## src/rtl/pa2tl_pkg.sv

```systemverilog
// Package for primitive assembly to triangle list.
// Holds the field widths, the opcode and mode codes, the sequencer state type and
// the structs that pass between modules. It depends on nothing.
package pa2tl_pkg;

    localparam int MAX_VERTICES = 1024;
    localparam int BUCKET_LIMIT = 256;
    localparam int SLOT_W       = $clog2(MAX_VERTICES);
    localparam int CNT_W        = SLOT_W + 1;
    localparam int HANDLE_W     = 32;
    localparam int MODE_W       = 4;
    localparam int OPC_W        = 2;
    localparam int BUCKET_W     = 4;
    localparam int BUCKET_STEPS = $clog2(MAX_VERTICES / BUCKET_LIMIT);
    localparam int DRAW_LIMIT   = 8;

    localparam logic [OPC_W-1:0] OPC_BEGIN  = 2'd0;
    localparam logic [OPC_W-1:0] OPC_VERTEX = 2'd1;
    localparam logic [OPC_W-1:0] OPC_END    = 2'd2;

    localparam logic [MODE_W-1:0] MODE_LOOP   = 4'd3;
    localparam logic [MODE_W-1:0] MODE_FAN    = 4'd6;
    localparam logic [MODE_W-1:0] MODE_QUADS  = 4'd7;
    localparam logic [MODE_W-1:0] MODE_QSTRIP = 4'd8;

    localparam logic KIND_APPEND = 1'b0;
    localparam logic KIND_ISSUE  = 1'b1;

    typedef enum logic [2:0] {
        OP_IDLE,
        OP_COPY0,
        OP_COPY1,
        OP_HANDLE,
        OP_LOOP,
        OP_ISSUE
    } t_op;

    typedef struct packed {
        logic                we;
        logic [SLOT_W-1:0]   waddr;
        logic [HANDLE_W-1:0] wdata;
        logic [SLOT_W-1:0]   raddr;
    } t_ram_req;

    typedef struct packed {
        logic                kind;
        logic [SLOT_W-1:0]   slot;
        logic [HANDLE_W-1:0] handle;
        logic [CNT_W-1:0]    count;
        logic [BUCKET_W-1:0] bucket;
        logic                drawn;
        logic                last;
    } t_result;

    // number of ceiling halvings that bring count to at most BUCKET_LIMIT
    function automatic logic [BUCKET_W-1:0] bucket_of(input logic [CNT_W-1:0] count);
        logic [BUCKET_W-1:0] b;
        b = '0;
        for (int k = 0; k < BUCKET_STEPS; k++) begin
            if (int'(count) > (BUCKET_LIMIT << k)) begin
                b = BUCKET_W'(k + 1);
            end
        end
        return b;
    endfunction

endpackage

```

## src/rtl/pa2tl_seq.sv

```systemverilog
// Command sequencer: input beat register, batch state and the per-item op sequence
// that reads and appends slots of the vertex store and issues batches.
// Depends on pa2tl_pkg; drives the store in pa2tl_ram.
module pa2tl_seq
    import pa2tl_pkg::*;
(
    input  logic                i_clk,
    input  logic                i_rst_n,
    input  logic                i_in_valid,
    output logic                o_in_stall,
    input  logic [OPC_W-1:0]    i_opcode,
    input  logic [MODE_W-1:0]   i_prim_mode,
    input  logic [HANDLE_W-1:0] i_vertex_handle,
    input  logic                i_res_rdy,
    output logic                o_res_valid,
    output t_result             o_res,
    output t_ram_req            o_ram,
    input  logic [HANDLE_W-1:0] i_rd_data
);

    logic                r_in_valid;
    logic [OPC_W-1:0]    r_in_opcode;
    logic [MODE_W-1:0]   r_in_mode;
    logic [HANDLE_W-1:0] r_in_handle;

    t_op                 r_op,       n_op;
    logic [SLOT_W-1:0]   r_src0,     n_src0;
    logic [SLOT_W-1:0]   r_src1,     n_src1;
    logic [HANDLE_W-1:0] r_handle,   n_handle;
    logic                r_in_batch, n_in_batch;
    logic [MODE_W-1:0]   r_mode,     n_mode;
    logic [CNT_W-1:0]    r_count,    n_count;
    logic [2:0]          r_mod6,     n_mod6;

    logic                take;
    logic                go;
    logic                full_next;
    logic [SLOT_W-1:0]   c_slot;
    logic [CNT_W-1:0]    count_inc;
    logic [2:0]          mod6_inc;

    assign take       = r_in_valid && (r_op == OP_IDLE);
    assign o_in_stall = r_in_valid && !take;
    assign go         = i_res_rdy;
    assign c_slot     = r_count[SLOT_W-1:0];
    assign count_inc  = r_count + CNT_W'(1);
    assign mod6_inc   = (r_mod6 == 3'd5) ? 3'd0 : r_mod6 + 3'd1;
    assign full_next  = (count_inc == CNT_W'(MAX_VERTICES));

    always_ff @(posedge i_clk) begin
        if (i_in_valid && !o_in_stall) begin
            r_in_opcode <= i_opcode;
            r_in_mode   <= i_prim_mode;
            r_in_handle <= i_vertex_handle;
        end
        r_src0   <= n_src0;
        r_src1   <= n_src1;
        r_handle <= n_handle;
    end

    always_ff @(posedge i_clk) begin
        if (!i_rst_n) begin
            r_in_valid <= 1'b0;
            r_op       <= OP_IDLE;
            r_in_batch <= 1'b0;
            r_mode     <= '0;
            r_count    <= '0;
            r_mod6     <= '0;
        end else begin
            if (i_in_valid && !o_in_stall) begin
                r_in_valid <= 1'b1;
            end else if (take) begin
                r_in_valid <= 1'b0;
            end
            r_op       <= n_op;
            r_in_batch <= n_in_batch;
            r_mode     <= n_mode;
            r_count    <= n_count;
            r_mod6     <= n_mod6;
        end
    end

    always_comb begin
        n_op        = r_op;
        n_src0      = r_src0;
        n_src1      = r_src1;
        n_handle    = r_handle;
        n_in_batch  = r_in_batch;
        n_mode      = r_mode;
        n_count     = r_count;
        n_mod6      = r_mod6;
        o_res_valid = 1'b0;
        o_res       = '0;
        o_ram.we    = 1'b0;
        o_ram.waddr = c_slot;
        o_ram.wdata = i_rd_data;

        unique case (r_op)
            OP_IDLE: begin
                if (take) begin
                    unique case (r_in_opcode)
                        OPC_BEGIN: begin
                            if (!r_in_batch && (r_in_mode <= MODE_QSTRIP)) begin
                                n_mode     = r_in_mode;
                                n_count    = '0;
                                n_mod6     = '0;
                                n_in_batch = 1'b1;
                            end
                        end
                        OPC_VERTEX: begin
                            if (r_in_batch) begin
                                n_handle = r_in_handle;
                                n_op     = OP_HANDLE;
                                if (r_mode == MODE_FAN && r_count >= CNT_W'(3)) begin
                                    n_op   = OP_COPY0;
                                    n_src0 = '0;
                                    n_src1 = c_slot - SLOT_W'(1);
                                end else if (r_mode == MODE_QUADS && r_mod6 == 3'd3) begin
                                    n_op   = OP_COPY0;
                                    n_src0 = c_slot - SLOT_W'(3);
                                    n_src1 = c_slot - SLOT_W'(1);
                                end else if (r_mode == MODE_QSTRIP) begin
                                    if (r_count == CNT_W'(3)) begin
                                        n_op   = OP_COPY0;
                                        n_src0 = '0;
                                        n_src1 = SLOT_W'(2);
                                    end else if (r_count >= CNT_W'(6)) begin
                                        n_op = OP_COPY0;
                                        if (!r_count[0]) begin
                                            n_src0 = c_slot - SLOT_W'(1);
                                            n_src1 = c_slot - SLOT_W'(2);
                                        end else begin
                                            n_src0 = c_slot - SLOT_W'(3);
                                            n_src1 = c_slot - SLOT_W'(1);
                                        end
                                    end
                                end
                            end
                        end
                        OPC_END: begin
                            if (r_in_batch) begin
                                n_in_batch = 1'b0;
                                if (r_count != '0) begin
                                    if (r_mode == MODE_LOOP &&
                                        r_count < CNT_W'(MAX_VERTICES)) begin
                                        n_op = OP_LOOP;
                                    end else begin
                                        n_op = OP_ISSUE;
                                    end
                                end
                            end
                        end
                        default: begin
                        end
                    endcase
                end
            end
            OP_COPY0, OP_COPY1, OP_HANDLE, OP_LOOP: begin
                if (go) begin
                    o_res_valid  = 1'b1;
                    o_res.kind   = KIND_APPEND;
                    o_res.slot   = c_slot;
                    o_res.handle = (r_op == OP_HANDLE) ? r_handle : i_rd_data;
                    o_res.last   = (r_op == OP_HANDLE) && !full_next;
                    o_ram.we     = 1'b1;
                    o_ram.wdata  = o_res.handle;
                    n_count      = count_inc;
                    n_mod6       = mod6_inc;
                    if (full_next || r_op == OP_LOOP) begin
                        n_op = OP_ISSUE;
                    end else if (r_op == OP_COPY0) begin
                        n_op = OP_COPY1;
                    end else if (r_op == OP_COPY1) begin
                        n_op = OP_HANDLE;
                    end else begin
                        n_op = OP_IDLE;
                    end
                end
            end
            OP_ISSUE: begin
                if (go) begin
                    o_res_valid  = 1'b1;
                    o_res.kind   = KIND_ISSUE;
                    o_res.count  = r_count;
                    o_res.bucket = bucket_of(r_count);
                    o_res.drawn  = (o_res.bucket < BUCKET_W'(DRAW_LIMIT));
                    o_res.last   = 1'b1;
                    n_count      = '0;
                    n_mod6       = '0;
                    n_op         = OP_IDLE;
                end
            end
            default: begin
                n_op = OP_IDLE;
            end
        endcase

        // read address for the op that runs next; held while stalled
        if (n_op == OP_LOOP) begin
            o_ram.raddr = '0;
        end else if (n_op == OP_COPY1) begin
            o_ram.raddr = n_src1;
        end else begin
            o_ram.raddr = n_src0;
        end
    end

`ifndef SYNTHESIS
    a_count_range: assert property (@(posedge i_clk) disable iff (!i_rst_n)
        r_count <= CNT_W'(MAX_VERTICES))
        else $error("vertex count beyond store size");

    a_issue_nonempty: assert property (@(posedge i_clk) disable iff (!i_rst_n)
        (r_op == OP_ISSUE) |-> (r_count != '0))
        else $error("issue of empty batch");

    a_write_in_range: assert property (@(posedge i_clk) disable iff (!i_rst_n)
        o_ram.we |-> (r_count < CNT_W'(MAX_VERTICES)))
        else $error("store write into full batch");

    a_issue_clears: assert property (@(posedge i_clk) disable iff (!i_rst_n)
        (go && r_op == OP_ISSUE) |=> (r_count == '0 && r_op == OP_IDLE))
        else $error("count not cleared after issue");

    a_no_take_busy: assert property (@(posedge i_clk) disable iff (!i_rst_n)
        (r_op != OP_IDLE) |-> !take)
        else $error("item taken while op sequence runs");
`endif

endmodule
```

## config.mk

```make
export PLATFORM = sky130hd
export DESIGN_NAME = pa2tl_seq
export DESIGN_NICKNAME = d
export VERILOG_FILES = /design/src/rtl/pa2tl_pkg.sv /design/src/rtl/pa2tl_seq.sv
export SDC_FILE = /design/constraint.sdc
export NUM_CORES = 1
export LEC_CHECK = 0
export BUFFER_PORTS_ARGS = -buffer_cell sky130_fd_sc_hd__buf_2
export CAP_MARGIN = 20
export CORE_UTILIZATION = 59
export CTS_BUF_LIST = sky130_fd_sc_hd__clkbuf_8
export DETAILED_ROUTE_END_ITERATION = 7
export PLACE_DENSITY = 0.95
export SLEW_MARGIN = 20
export SYNTH_ARGS = -nofsm -noshare
export SYNTH_HDL_FRONTEND = slang
export SYNTH_SLANG_ARGS = --single-unit
```

## constraint.sdc

```tcl
create_clock -name i_clk -period 6.8 [get_ports i_clk]
set_clock_uncertainty 0.15 [all_clocks]
set_input_delay 1.36 -clock i_clk [delete_from_list [all_inputs] [get_ports i_clk]]
set_output_delay 1.36 -clock i_clk [all_outputs]
set_load 0.01 [all_outputs]
```

==> metrics.yaml <==
timing:
  fmax_ghz: 0.175
  setup_viol: 0
  period_minus_slack_ns: 5.71
  drv_slew: 0
  rsz0062_at_grt: "false"
  setup_ws_ns: 1.09
  tightestPinTransition_ns: 1.07
  finalHoldViolations: 0
  slew_headroom_pct: 27.6
  finalCritPeriodShare_pct: 84.0
  fin_setup_tns_ns: 0
logic_synthesis:
  yosysWarnings: 0
  ys_ff_latch: 113
  netlist_instances: 730
  syn_area_per_cell_um2: 9.45
  ys_seq_area_share_pct: 43.0
  ys_types: 82
  netlist_area_mm2: 0.00690
  synth_edf_count: 70
  ys.flop_type: "edfxtp_1"
  synth-async-reset-ratio_pct: 0
global_routing:
  grt_usage_pct: 33.9
  grt_pass1_wl_mm: 30.5
  grt_pass1_vias: 5833
  antenna_found_initial: 0
  grt_max_degree: 51
  grt-ovfl-total: 0
final_layout:
  finalNonFillerCells: 1030
  final_common_cell: "buf_2"
  layout_common_cells: "buf_2 (186), nand2_1 (95), edfxtp_1 (70)"
  drive_gt1_share_pct: 32.2
  post-route-util_pct: 70.5
  nets: 961
  diodes: 0
  area_growth_pct: 16.7
floorplanning:
  die_h_um: 110
  coreArea_mm2: 0.0114
  die_w_um: 110
  io_pins: 189
  fp-row-count: 39
  start_util_pct: 60.4
  fp.dieArea_mm2: 0.0121
clocking:
  clock_latency_ns: 0.44
  root_buffer: "clkbuf_8"
  cts_buffer_depth: 2
  htree_levels: 4
  cts_hold_buf: 0
  cts.clk_slew.worst_paths_ns: 0.08
  postCtsSetupBuffers: 0
  cts_made_buffers: 17
  cts_sinks: 113
  cts_tree: "yes"
  cts-resized-gates: 0
place:
  routabilityCongestion: 1.01
  place_hpwl_mm: 14.1
  place_ws_ns: 1.61
  io_buffers: 186
  dp.cells: 998
worst_setup_path:
  crit_path_start_kind: "flip-flop"
  required_ns: 5.29
  critPathKind: "flip-flop to output pin"
  ff2ff_path_depth: 9
  r2r-start: "r_count[0]"
  cp_max_fo: 25
  reg2reg_to: "r_src0[5]"
  r2r_setup_slack_ns: 3.16
  cp_data_arrival_time_ns: 4.20
  end_kind: "output pin"
detailed_routing:
  drtIter0Drc: 704
  ant_nets: 0
  drtPass1Iterations: 7
  dr_total_vias: 6371
  drt-vias-per-instance: 6.19
  drcViolationCount: 0
  wire_per_inst_um: 19.7
  wl_mm: 20.3
power_and_ir_drop:
  power_uw: 1490
  p_leak_uw: 0.00348
  power_density_mw_per_mm2: 186
  ir_drop_uv: 177
hold_path:
  min_from: "r_in_handle[15]"
  hold_class: "flip-flop to flip-flop"
  whs_path_depth: 0
  min_to: "r_handle[15]"
outcome:
  outcome: "completed"
flow_run:
  cap_violations: 0
-- critical path: stages (launching register included) --
cell and delay, ns:
dfxtp_1 0.86, ha_1 0.51, nand3_1 0.15, xnor2_1 0.18
or4b_1 0.54, a2111oi_4 0.57, o31a_1 0.46, nor3_1 0.11
a211oi_2 0.20, buf_2 0.17
-- kinds of logic (layout without fill, tap and decap cells) --
family                     count (synthesis)  after routing  share of synthesized area (%)
xor gates and xnor gates                  25             25                           3.17
and+or+nand+nor                          263            263                           19.8
adders and majority gates                 13             13                           2.36
other                                      1              2                         0.0544
DFF                                      113            113                           43.0
AOI/OAI and AO/OA                        189            189                           19.2
buffers and inverters                     88            244                           6.42
muxes                                     38             38                           6.13
-- routing by layer --
layer	routed length, um	vias to the layer above	GRT usage (%)
met4	990	0	19.9
met3	1800	90	11.8
met2	9690	400	53.9
met1	7780	2951	39.8
met5	0	-	0
li1	-	2930	-
-- power breakdown --
group	switching, uW	internal [uW]	total, uW	leakage (uW)
combinational	98.6	71.2	170	0.00229
clock	286	278	564	0.000181
sequential	12.1	749	761	0.00101
-- sequential cells by signal, summed over array words and instances (netlist names) --
name	flops
r_in_valid	1
r_handle	32
r_count	11
r_in_batch	1
r_mod6	3
r_src0	10
r_op	3
r_in_opcode	2
r_src1	10
r_in_handle	32
r_mode	4
r_in_mode	4
-- synthesized netlist by cell type (all sizes together) (9+ instances only) --
library cell,instances,share of area (%)
edfxtp,70,30
buf,39,3.8
o21ai,36,2.7
nand3,11,0.80
xnor2,16,2.0
nand4,9,0.82
mux2,34,5.6
o211ai,9,0.98
inv,16,0.87
nor3,28,2.2
dfxtp,43,12
nor2,41,2.3
nor2b,12,1.1
xor2,9,1.1
a21oi,62,4.6
and2,27,2.4
clkbuf,30,1.6
ha,13,2.4
nand2,96,5.3
a211oi,10,1.3
-- per-stage QoR --
stage               hold WS (ns)  cell area, um^2
global route               0.267             8050
CTS                        0.263             8050
floorplan                  0.250             6900
detailed placement         0.255             7710
global placement           0.250             7710
finish                     0.263             8050
-- final cells by class --
type / count / area (um^2)
clock buffers: 17 / 234
clock inverters: 15 / 105
fillers: 872 / 3370
inverters: 19 / 71.3
multi-input cells: 530 / 3510
flip-flops and latches: 113 / 2960
well taps: 143 / 179
repair buffers: 193 / 983
-- worst max path at each step --
stage	from	endpoint	cells after the start
floorplan	i_res_rdy	o_ram[9]	8
global placement	r_count[0]	o_ram[5]	9
detailed placement	r_count[0]	o_ram[5]	9
CTS	r_count[0]	o_ram[5]	9
global route	r_count[2]	o_ram[7]	10
finish	r_count[0]	o_ram[5]	9
Power figures use the tool's default switching activity.
